<file path="src/vhfg_pkg.sv">
// Shared types, register indexes and widths of the volume hole filler.
package vhfg_pkg;

  localparam int DEF_MAX_X = 64;
  localparam int DEF_MAX_Y = 64;
  localparam int Z_LIMIT   = 1024;
  localparam int POS_W     = 25;   // voxel counters; 127*127*1024 fits
  localparam int PLANE_W   = 14;
  localparam int NUM_W     = 45;   // 27 * 255 * 2^32 fits
  localparam int DEN_W     = 37;
  localparam int STORE_W   = 24;   // hit weight over intensity
  localparam logic [7:0] OPAQUE = 8'd255;

  typedef enum logic [2:0] {
    REG_SIZE_X = 3'd0,
    REG_SIZE_Y = 3'd1,
    REG_SIZE_Z = 3'd2,
    REG_FACE   = 3'd3,
    REG_EDGE   = 3'd4,
    REG_CORNER = 3'd5
  } reg_idx_t;

  typedef struct packed {
    logic        mode;
    logic [7:0]  intensity;
    logic [15:0] hit_weight;
  } in_word_t;

  typedef struct packed {
    logic [7:0] filled_value;
    logic [7:0] alpha;
    logic       final_voxel;
  } out_word_t;

  typedef struct packed {
    logic take;        // input word accepted
    logic restart;     // counters back to zero
    logic rd_center;   // read the store at the output voxel
    logic load_pass;   // copy the stored voxel to the result
    logic clr_acc;     // clear sums and neighbour walk
    logic nb_issue;    // read one neighbour, advance the walk
    logic div_init;    // load the divider
    logic div_step;    // one quotient bit
    logic put;         // write the output register, advance output
  } cmd_t;

  typedef struct packed {
    logic over;        // output counter past the volume
    logic emit;        // window of the next output voxel complete
    logic center_hit;  // stored voxel has nonzero weight
    logic nb_last;     // last neighbour of the walk
    logic div_last;    // last quotient bit
    logic out_free;    // output register can take a word
  } sts_t;

endpackage

</file>
<file path="src/vhfg_ctrl.sv">
// Sequencer of the hole filler: accept, evaluate, check, gather, flush, divide, put.
module vhfg_ctrl (
  input  logic          clk,
  input  logic          rst,
  input  logic          in_valid,
  output logic          in_stall,
  input  logic          cfg_valid,
  input  vhfg_pkg::sts_t sts,
  output vhfg_pkg::cmd_t cmd
);
  import vhfg_pkg::*;

  typedef enum logic [6:0] {
    S_IDLE   = 7'b0000001,
    S_EVAL   = 7'b0000010,
    S_CHECK  = 7'b0000100,
    S_GATHER = 7'b0001000,
    S_FLUSH  = 7'b0010000,
    S_DIVIDE = 7'b0100000,
    S_PUT    = 7'b1000000
  } state_t;

  state_t     state, state_next;
  logic [1:0] settle;
  logic [1:0] flush;

  assign in_stall = (state != S_IDLE) || (settle != 2'd0);

  // next state and commands
  always_comb begin
    state_next = state;
    cmd = '0;
    case (state)
      S_IDLE: begin
        if (in_valid && !in_stall) begin
          cmd.take = 1'b1;
          state_next = S_EVAL;
        end
      end
      S_EVAL: begin
        if (sts.over) begin
          cmd.restart = 1'b1;
          state_next = S_IDLE;
        end else if (sts.emit) begin
          cmd.rd_center = 1'b1;
          state_next = S_CHECK;
        end else begin
          state_next = S_IDLE;
        end
      end
      S_CHECK: begin
        if (sts.center_hit) begin
          cmd.load_pass = 1'b1;
          state_next = S_PUT;
        end else begin
          cmd.clr_acc = 1'b1;
          state_next = S_GATHER;
        end
      end
      S_GATHER: begin
        cmd.nb_issue = 1'b1;
        if (sts.nb_last) begin
          state_next = S_FLUSH;
        end
      end
      S_FLUSH: begin
        if (flush == 2'd2) begin
          cmd.div_init = 1'b1;
          state_next = S_DIVIDE;
        end
      end
      S_DIVIDE: begin
        cmd.div_step = 1'b1;
        if (sts.div_last) begin
          state_next = S_PUT;
        end
      end
      S_PUT: begin
        if (sts.out_free) begin
          cmd.put = 1'b1;
          state_next = S_IDLE;
        end
      end
      default: begin
        state_next = S_IDLE;
      end
    endcase
  end

  // hold state, settle and flush counters
  always_ff @(posedge clk) begin
    if (rst) begin
      state  <= S_IDLE;
      settle <= 2'd3;
      flush  <= 2'd0;
    end else begin
      state <= state_next;
      if (cfg_valid) begin
        settle <= 2'd3;
      end else if (settle != 2'd0) begin
        settle <= settle - 2'd1;
      end
      if (state == S_FLUSH) begin
        flush <= flush + 2'd1;
      end else begin
        flush <= 2'd0;
      end
    end
  end

  // one word at a time through the sequencer
  a_take_idle: assert property (@(posedge clk) disable iff (rst)
    cmd.take |=> (state == S_EVAL))
    else $error("take did not lead to evaluation");
  a_put_free: assert property (@(posedge clk) disable iff (rst)
    cmd.put |-> sts.out_free)
    else $error("put into a full output register");
  a_stall_busy: assert property (@(posedge clk) disable iff (rst)
    (state != S_IDLE) |-> in_stall)
    else $error("input open while busy");

endmodule

</file>
<file path="config.mk">
export PLATFORM = sky130hd
export DESIGN_NAME = vhfg_ctrl
export DESIGN_NICKNAME = d
export VERILOG_FILES = /design/src/vhfg_pkg.sv /design/src/vhfg_ctrl.sv
export SDC_FILE = /design/constraint.sdc
export NUM_CORES = 1
export LEC_CHECK = 0
export CAP_MARGIN = 20
export CORE_MARGIN = 3
export CORE_UTILIZATION = 45
export CTS_CLUSTER_DIAMETER = 150
export DETAILED_ROUTE_END_ITERATION = 16
export DONT_BUFFER_PORTS = 1
export SYNTH_ARGS = -nofsm -noshare
export SYNTH_HDL_FRONTEND = slang
export SYNTH_SLANG_ARGS = --single-unit
</file>
<file path="constraint.sdc">
create_clock -name clk -period 2.16 [get_ports clk]
set_input_delay 0.108 -clock clk [delete_from_list [all_inputs] [get_ports clk]]
set_output_delay 0.108 -clock clk [all_outputs]
set_load 0.05 [all_outputs]
</file>
==> results.md, run 1 <==
* Endpoints failing setup at 0
* Hold Fails Final Rpt at 0
* Synthesized cell area at 737.0 um^2
* Required time of the critical path at 2.05 ns
* Worst slew pin tran at 0.6200 ns
* Clk_skew at 0.006584 ns
* Worst R2R Setup Slack at 0.43 ns
* CTS tree: built
* Static Leak at 0.3489 nW
* DRC at 0
* Tmin final at 2.066 ns
* Max-slew violations at 0
* Synth area leaders: dfxtp_1 30%, nor2_1 7.1%, mux2_2 4.6%, ha_1 3.4%, nor2b_1 3.4%
* Layout cell share with drive strength beyond 1 at 21.05%
* DP Worst Slack at 0.3739 ns
* Post-detailed-routing wire length at 1.565 mm
* Die ar. at 2159 um^2
* Largest net degree at the start of global routing at 10
* CTS root buf: clkbuf_4
* R2r endpoint: state[4]
* Nets at 108
* Fmax at 484.1 MHz
* Clock transition at path regs at 0.08 ns
* Most common cell after layout, fill and taps aside: nor2_1
* Clk_lat worst skew at 0.27 ns
* Synth Area in Compound Gates at 12.90%
* Total number of vias at 640
* Hpwl dp at 1.176 mm
* Die X at 46.47 um
* Total global routing overflow at 0
* Total number of yosys warnings at 0
* Maximum root-to-sink buffer count at 2
* First-pass GRT wire length at 2.635 mm
* Yosys top cell by area: dfxtp_1
* Most frequent cells in the layout: 14 x nor2_1, 11 x dfxtp_1, 7 x buf_4
* FILL cells at 134
* Number of CTS-inserted buffers at 3
* GP Congestion at 0.8966
* Distinct cells, synth at 38
* Post-Synth XOR/XNOR Area at 2.377%
* Worst reg2reg path depth at 4
* Critical path class: flop to output pin
* Main combinational cell family by area after synthesis: simple AND/OR/NAND/NOR gates
* WL per Instance at 14.23 um
* Post-synthesis mux area share at 4.584%
* GRT Overall Usage at 17.53%
* Seq/Total Area, Yosys at 29.88%
* Status: finished clean
* CP endpoint kind: output pin
* Power per Cell Area at 665.3 nW/um^2
* Starting density of the core at 52.08%
* Routed vias/inst at 5.818
* Number of routed nets with antenna violations at 0
* First-pass DRT Iterations at 4
* Hold Path Origin: sts[4]
* Synth Area in Adders at 3.396%
* Vias in the first global route at 591
* R2r startpoint: state[4]
* H-Tree Level Count at 1
* Hold endpoint: state[2]
* Antenna diodes at 0
* Crit-path max FO at 9
* Layout area overhead at 11.54%
* Maximum vdd drop at 438.6 uV
* Final worst path period share at 95.64%
* Max Cap Viol at 0
* Top-area cell type share of the netlist area at 29.88%
* IO Count at 20
* Register bit total from synthesis at 11
* Clk sinks at 11
* RSZ-0062 raised after global routing: false
* Hold Path Class: input port to flop
* Row cnt at 13
* Port bufs at 0
* Initial antenna violation count at 0
* Post-Syn Instances at 87
* Die Y at 46.47 um
* Setup ws final at 0.09414 ns
* Hold WS at 0.02698 ns
* Average size of a mapped cell at 8.471 um^2
* Worst setup SP type: flop
* Hold Path Stages at 2
* Initial DRC Count at 9
* Synth Area in Simple Gates at 39.39%
* Core area at 1415 um^2
* Worst EP arrival at 1.96 ns
* Setup TNS at 0 ns
* Syn Nets at 99
* Worst slew margin at 58.54%
-- cell type report --
| type | count | area (um^2) | area share, % |
|---|---|---|---|
| multi-input combinational | 65 | 461.7 | 56.16 |
| clock buffer | 4 | 26.28 | 3.196 |
| tap | 15 | 18.77 | 2.283 |
| sequential | 11 | 220.2 | 26.79 |
| inverter | 6 | 22.52 | 2.740 |
| timing repair buffer | 9 | 72.57 | 8.828 |
-- sequential cells by signal (all words and copies together) (netlist names) --
register,flops
flush,2
settle,2
state,7
-- layer usage --
metal  vias up  track usage [%]  share of wire, %
met5         -                0                 0
met4         0            5.114              0.83
met3         2            7.031               9.5
met2        21            25.82                41
met1       289            23.26                49
li1        328                -                 -
-- timing repair --
| item | CTS | global route |
|---|---|---|
| hold buffers | 2 | 0 |
| resized for setup | 0 | 0 |
| buffers inserted | 0 | 0 |
| hold endpoints to repair | 7 | 0 |
-- worst max-delay path: stages, from the launching register on --
cell     delay (ns)
dfxtp_1        0.38
or4_4          0.59
nor3_1         0.24
and2_1         0.48
-- logic make-up (layout without fill, tap and decap cells) --
kind of cell | count (synthesis) | after routing
AO/OA/AOI/OAI | 11 | 11
XOR/XNOR | 2 | 2
multiplexers | 3 | 3
flip-flops | 11 | 11
AND/OR/NAND/NOR | 47 | 47
adder cells (fa/ha/maj) | 2 | 2
buffers and inverters | 11 | 19
-- cells in the mapped netlist --
cell type / instances
nand2b_1: 2
clkbuf_1: 1
buf_4: 1
o21a_1: 1
nor3_1: 4
a41oi_1: 1
nand3_1: 2
nor4_1: 1
or3_1: 1
xor2_1: 2
o221ai_2: 1
nor3_2: 2
nor4b_4: 1
inv_1: 6
nor4b_1: 1
nor3b_1: 3
nand3b_1: 1
or3_4: 1
a22oi_1: 1
nand2_1: 4
o211ai_1: 2
and4b_1: 1
nand4_1: 2
nand4b_1: 1
a221oi_1: 1
nor2_1: 14
o311a_1: 1
or4_4: 1
o21ba_2: 1
a21oi_1: 1
and2_1: 1
ha_1: 2
dfxtp_1: 11
a21boi_0: 1
mux2_2: 3
buf_6: 1
nor2b_1: 4
buf_2: 2
-- power by group --
part	total, mW	internal (mW)	switching, mW
clock network	0.144	0.0716	0.0729
logic	0.158	0.0735	0.0843
registers	0.245	0.217	0.0275
total	0.547	0.362	0.185
-- how the worst max path moves through the flow --
| stage | start | endpoint | slack, ns |
|---|---|---|---|
| finish | state[4] | cmd[7] | 0.09 |
| global route | state[4] | cmd[7] | 0.01 |
| CTS | state[4] | cmd[7] | 0.07 |
| detailed placement | state[4] | cmd[7] | 0.37 |
| global placement | state[4] | cmd[7] | 0.41 |
| floorplan | state[5] | state[3] | 0.21 |
-- stage by stage --
step / area [um^2] / power (mW) / instances / util [%]
2_1_floorplan: 737.0 / 0.3782 / 87 / -
3_3_place_gp: 775.7 / 0.4014 / 104 / 54.82
3_5_place_dp: 775.7 / 0.4004 / 104 / 54.82
4_1_cts: 822.0 / 0.5494 / 110 / 58.09
5_1_grt: 822.0 / 0.5872 / 110 / 58.09
6_report: 822.0 / 0.5469 / 110 / 58.09
Power figures use the tool's default switching activity.
==> run 2: changes to the inputs <==
Clock period 2.16 ns to 2.4 ns, I/O delays scaled along.
==> results.md, run 2 (same netlist as run 1, synthesis figures left out) <==
* Status: finished clean
* Reg area at 220.2 um^2 (unchanged)
* FILL cells at 148 (+10%)
* Biggest regs: state x7, flush x2, settle x2
* Layer with the highest usage: met2
* Port bufs at 0 (unchanged)
* Row cnt at 13 (unchanged)
* Starting density of the core at 52.08% (unchanged)
* Max Cap Viol at 0 (unchanged)
* Die X at 46.47 um (unchanged)
* Clock transition at path regs at 0.06 ns (-0.02 ns)
* Crit-path max FO at 9 (unchanged)
* GP Congestion at 0.9038 (+0.80%)
* Worst slew margin at 58.68% (+0.14 points)
* Fmax at 482.7 MHz
* R2r endpoint: state[5]
* Nets at 106 (-1.9%)
* Clk_lat worst skew at 0.27 ns (about the same)
* Number of CTS-inserted buffers at 3 (unchanged)
* Hold Path Origin: sts[2]
* CP endpoint kind: output pin
* Vias in the first global route at 523 (-12%)
* Core area at 1415 um^2 (unchanged)
* Antenna diodes at 0 (unchanged)
* CP max-delay cell: or4_4
* Post-detailed-routing wire length at 1.556 mm (-0.58%)
* IO Count at 20 (unchanged)
* Clk_skew at 0.005453 ns (-0.001131 ns)
* Worst R2R Setup Slack at 0.64 ns (+0.21 ns)
* GR Util met3 at 7.813% (+0.78 points)
* Die ar. at 2159 um^2 (unchanged)
* Setup TNS at 0 ns (unchanged)
* Hold endpoint: state[3]
* Die Y at 46.47 um (unchanged)
* CTS root buf: clkbuf_4
* First-pass DRT Iterations at 4 (unchanged)
* Worst slew pin tran at 0.6180 ns (-0.002042 ns)
* Maximum root-to-sink buffer count at 2 (unchanged)
* Grt met1 use at 20.93% (-2.3 points)
* Util after Layout at 57.03% (-1.1 points)
* Total number of vias at 646 (+0.94%)
* WL per Instance at 14.41 um (+1.3%)
* Layout cell share with drive strength beyond 1 at 19.35% (-1.7 points)
* Critical path class: flop to output pin
* DRC at 0 (unchanged)
* Most frequent cells in the layout: 14 x nor2_1, 11 x dfxtp_1, 6 x inv_1
* Hold Path Stages at 2 (unchanged)
* H-Tree Level Count at 1 (unchanged)
* CTS resizes at 0 (unchanged)
* Largest net degree at the start of global routing at 10 (unchanged)
* Endpoints failing setup at 0 (unchanged)
* First-pass GRT wire length at 2.387 mm (-9.4%)
* Worst Path Buf+Inv at 0 (unchanged)
* Worst path max stage delay at 0.60 ns (about the same)
* Met2 usage at 22.25% (-3.6 points)
* Worst setup SP type: flop
* Required time of the critical path at 2.28 ns (+0.23 ns)
* Total global routing overflow at 0 (unchanged)
* Hpwl dp at 1.136 mm (-3.4%)
* Routed vias/inst at 5.981 (+2.8%)
* Hold Fails Final Rpt at 0 (unchanged)
* Clk sinks at 11 (unchanged)
* Max FFs per register at 7 (unchanged)
* Tmin final at 2.071 ns
* Stages on worst setup path at 3 (unchanged)
* Initial DRC Count at 14 (+5)
* Hold Path Class: input port to flop
* Final worst path period share at 86.31%
* Layout area overhead at 9.508%
* Post-CTS setup buffers at 0 (unchanged)
* Most common cell after layout, fill and taps aside: nor2_1
* Multi-input gate area at 461.7 um^2 (unchanged)
* CTS tree: built
* Number of routed nets with antenna violations at 0 (unchanged)
* GRT Overall Usage at 16.34% (-1.2 points)
* Critical-path cell list: or4_4 -> nor3_1 -> and2_1
* Max-slew violations at 0 (unchanged)
* Delay-heaviest family, CP: simple AND/OR/NAND/NOR gates
* Initial antenna violation count at 0 (unchanged)
* Design area at 807.0 um^2 (-1.8%)
* Power per Cell Area at 610.9 nW/um^2 (-8.2%)
* Maximum vdd drop at 335.7 uV (-23%)
* Worst EP arrival at 1.95 ns (about the same)
* Static Leak at 0.3380 nW (-3.1%)
* Dpl cell area at 760.7 um^2 (-1.9%)
* R2r startpoint: state[4]
* RSZ-0062 raised after global routing: false
* Largest Register: state
* Worst reg2reg path depth at 4 (unchanged)
* Hold Buf Count CTS at 2 (unchanged)
==> run 2: cell types whose count changed in the layout (fill, tap and decap cells not counted) <==
| cell | before | now |
|---|---|---|
| buf_4 | 7 | 5 |
==> run 2: metrics by stage <==
stage	instances	setup slack [ns]	hold slack, ns	power, mW
after floorplan	87	0.4500	0.2234	0.3404
after global routing	108	0.2400	0.02233	0.5269
after detailed placement	102	0.6183	0.1926	0.3607
after CTS	108	0.3237	0.03074	0.4947
final	108	0.3285	0.03669	0.4930
after global placement	102	0.6427	0.1912	0.3621
==> run 2: metal layers <==
layer  routed length [um]  share of wire [%]
met1                  774                 50
met2                  604                 39
met3                  150                9.6
met4                   26                1.7
met5                    0                  0
==> run 2: worst max path at each step <==
stage              from  endpoint
6_report       state[4]    cmd[7]
5_1_grt        state[4]    cmd[7]
4_1_cts        state[4]    cmd[7]
3_5_place_dp   state[4]    cmd[7]
3_3_place_gp   state[4]    cmd[7]
2_1_floorplan  state[5]  state[3]
==> run 2: final cells by class <==
cell class / count / share of cell area [%]
Tap cell: 15 / 2.326
Sequential cell: 11 / 27.29
Inverter: 6 / 2.791
Multi-Input combinational cell: 65 / 57.21
Timing Repair Buffer: 7 / 7.132
Clock buffer: 4 / 3.256
==> run 2: where the power goes <==
part           switching (mW)  internal, mW
sequential             0.0260         0.195
clock                  0.0627        0.0644
combinational          0.0784        0.0662
total                   0.167         0.326
==> run 3: changes to the inputs <==
Settings changed: CORE_UTILIZATION 45 to 50, SETUP_SLACK_MARGIN set to 0.5.
==> results.md, run 3 (same netlist as run 1, synthesis figures left out) <==
* Status: finished clean
* CTS root buf: clkbuf_4
* Worst Path Buf+Inv at 1 (+1)
* First-pass DRT Iterations at 4 (unchanged)
* Most common cell after layout, fill and taps aside: nor2_1
* GP Congestion at 0.8672 (-4.0%)
* Max Cap Viol at 0 (unchanged)
* Fmax at 532.2 MHz (+10%)
* Number of CTS-inserted buffers at 3 (unchanged)
* Total power at 0.5073 mW (+2.9%)
* Vias in the first global route at 596 (+14%)
* Worst EP arrival at 1.76 ns (-0.19 ns)
* Design area at 878.3 um^2 (+8.8%)
* Dpl cell area at 760.7 um^2 (unchanged)
* Max-slew violations at 0 (unchanged)
* Largest Register: state
* Hpwl dp at 1.169 mm (+2.9%)
* Die ar. at 1970 um^2 (-8.8%)
* Worst slew margin at 58.54% (-0.14 points)
* RSZ-0062 raised after global routing: true
* Required time of the critical path at 2.28 ns (about the same)
* Total global routing overflow at 0 (unchanged)
* Maximum vdd drop at 306.8 uV (-8.6%)
* Nets at 112 (+5.7%)
* Setup TNS at 0 ns (unchanged)
* CTS tree: built
* Top Layer Used: met3
* Final worst path period share at 78.29% (-8.0 points)
* First-pass GRT wire length at 2.677 mm (+12%)
* Placed Cells at 102 (unchanged)
* Die X at 44.39 um (-4.5%)
* DRC at 0 (unchanged)
* Routed vias/inst at 5.833 (-2.5%)
* Initial DRC Count at 23 (+9)
* Met3 WL post-DR at 168 um (+12%)
* Worst path max stage delay at 0.55 ns (-0.05 ns)
* Endpoints failing setup at 0 (unchanged)
* Worst slew pin tran at 0.6200 ns (+0.002042 ns)
* DP Worst Slack at 0.6120 ns (-0.006284 ns)
* Layout cell share with drive strength beyond 1 at 29.29% (+9.9 points)
* Worst setup SP type: flop
* Biggest regs: state x7, flush x2, settle x2
* Post-detailed-routing wire length at 1.643 mm (+5.6%)
* CP max-delay cell: or4_4
* Most frequent cells in the layout: 13 x nor2_1, 9 x buf_4, 8 x dfxtp_1
* Clk sinks at 11 (unchanged)
* Hold Fails Final Rpt at 0 (unchanged)
* Antenna diodes at 0 (unchanged)
* Critical path class: flop to output pin
* Hold Path Class: input port to flop
* WL per Instance at 14.41 um (about the same)
* Crit-path max FO at 3 (-6)
* Static Leak at 0.3711 nW (+9.8%)
* Die Y at 44.39 um (-4.5%)
* Largest net degree at the start of global routing at 10 (unchanged)
* IO Count at 20 (unchanged)
* Clk_lat worst skew at 0.26 ns (about the same)
* H-Tree Level Count at 1 (unchanged)
* Starting density of the core at 55.25% (+3.2 points)
* Clk_skew at 0.0004600 ns (-0.004993 ns)
* Setup ws final at 0.5211 ns (+0.1926 ns)
* Power per Cell Area at 577.6 nW/um^2 (-5.5%)
* Number of routed nets with antenna violations at 0 (unchanged)
* Initial antenna violation count at 0 (unchanged)
* Core area at 1334 um^2 (-5.7%)
* DR WL met2 at 769 um (+27%)
* Critical-path cell list: or4_4 -> or3_4 -> nor2_4 -> buf_6
* Max FFs per register at 7 (unchanged)
* Port bufs at 0 (unchanged)
* GRT Overall Usage at 18.79% (+2.5 points)
* Tmin final at 1.879 ns (-0.1926 ns)
* CP endpoint kind: output pin
* Wl on met1 at 705 um (-8.9%)
* Maximum root-to-sink buffer count at 2 (unchanged)
* Row cnt at 13 (unchanged)
* Final std cells w/o fill at 114 (+5.6%)
* Delay-heaviest family, CP: simple AND/OR/NAND/NOR gates
* Clock transition at path regs at 0.07 ns (about the same)
* FILL cells at 128 (-14%)
* Total number of vias at 665 (+2.9%)
* Layout area overhead at 19.18%
==> run 3: cell types whose count changed in the layout (fill, tap and decap cells not counted), sizes merged <==
cell,change
buf,+6
==> run 3: cell type report <==
cell class                 instances  area (um^2)  area share [%]
clock buffer                       4        26.28           2.991
inverter                           6        22.52           2.564
multi-input combinational         65        471.7           53.70
sequential                        11        229.0           26.07
tap                               15        18.77           2.137
timing repair buffer              13        110.1           12.54
==> run 3: where the power goes <==
part / internal (mW) / switching (mW) / total, mW
registers: 0.194 / 0.0249 / 0.219
clock network: 0.0642 / 0.0571 / 0.121
logic: 0.0834 / 0.0832 / 0.167
total: 0.342 / 0.165 / 0.507
==> run 3: final timing paths <==
kind             from       end  slack [ns]  cells after the start
max reg2reg  state[4]  state[5]        0.58                      5
min            sts[2]  state[3]        0.05                      2
max          state[5]    cmd[6]        0.52                      4
min reg2reg  flush[0]  flush[0]        0.42                      1
==> run 3: per-layer routing <==
layer | track usage [%] | up-vias
met5 | 0 | -
met4 | 3.614 | 0
met3 | 9.350 | 0
met2 | 27.91 | 31
met1 | 24.69 | 299
li1 | - | 335
==> run 3: repair_timing <==
item	4_1_cts	5_1_grt
resized for setup	9	2
setup endpoints to repair	2	6
hold buffers	2	0
buffers inserted	4	2
hold endpoints to repair	7	0
pin swaps	3	2
==> run 3: metrics by stage <==
stage / utilization [%] / hold WS (ns)
2_1_floorplan: - / 0.2234
3_3_place_gp: 57.04 / 0.1915
3_5_place_dp: 57.04 / 0.1925
4_1_cts: 64.35 / 0.03641
5_1_grt: 65.85 / 0.04577
6_report: 65.85 / 0.04584
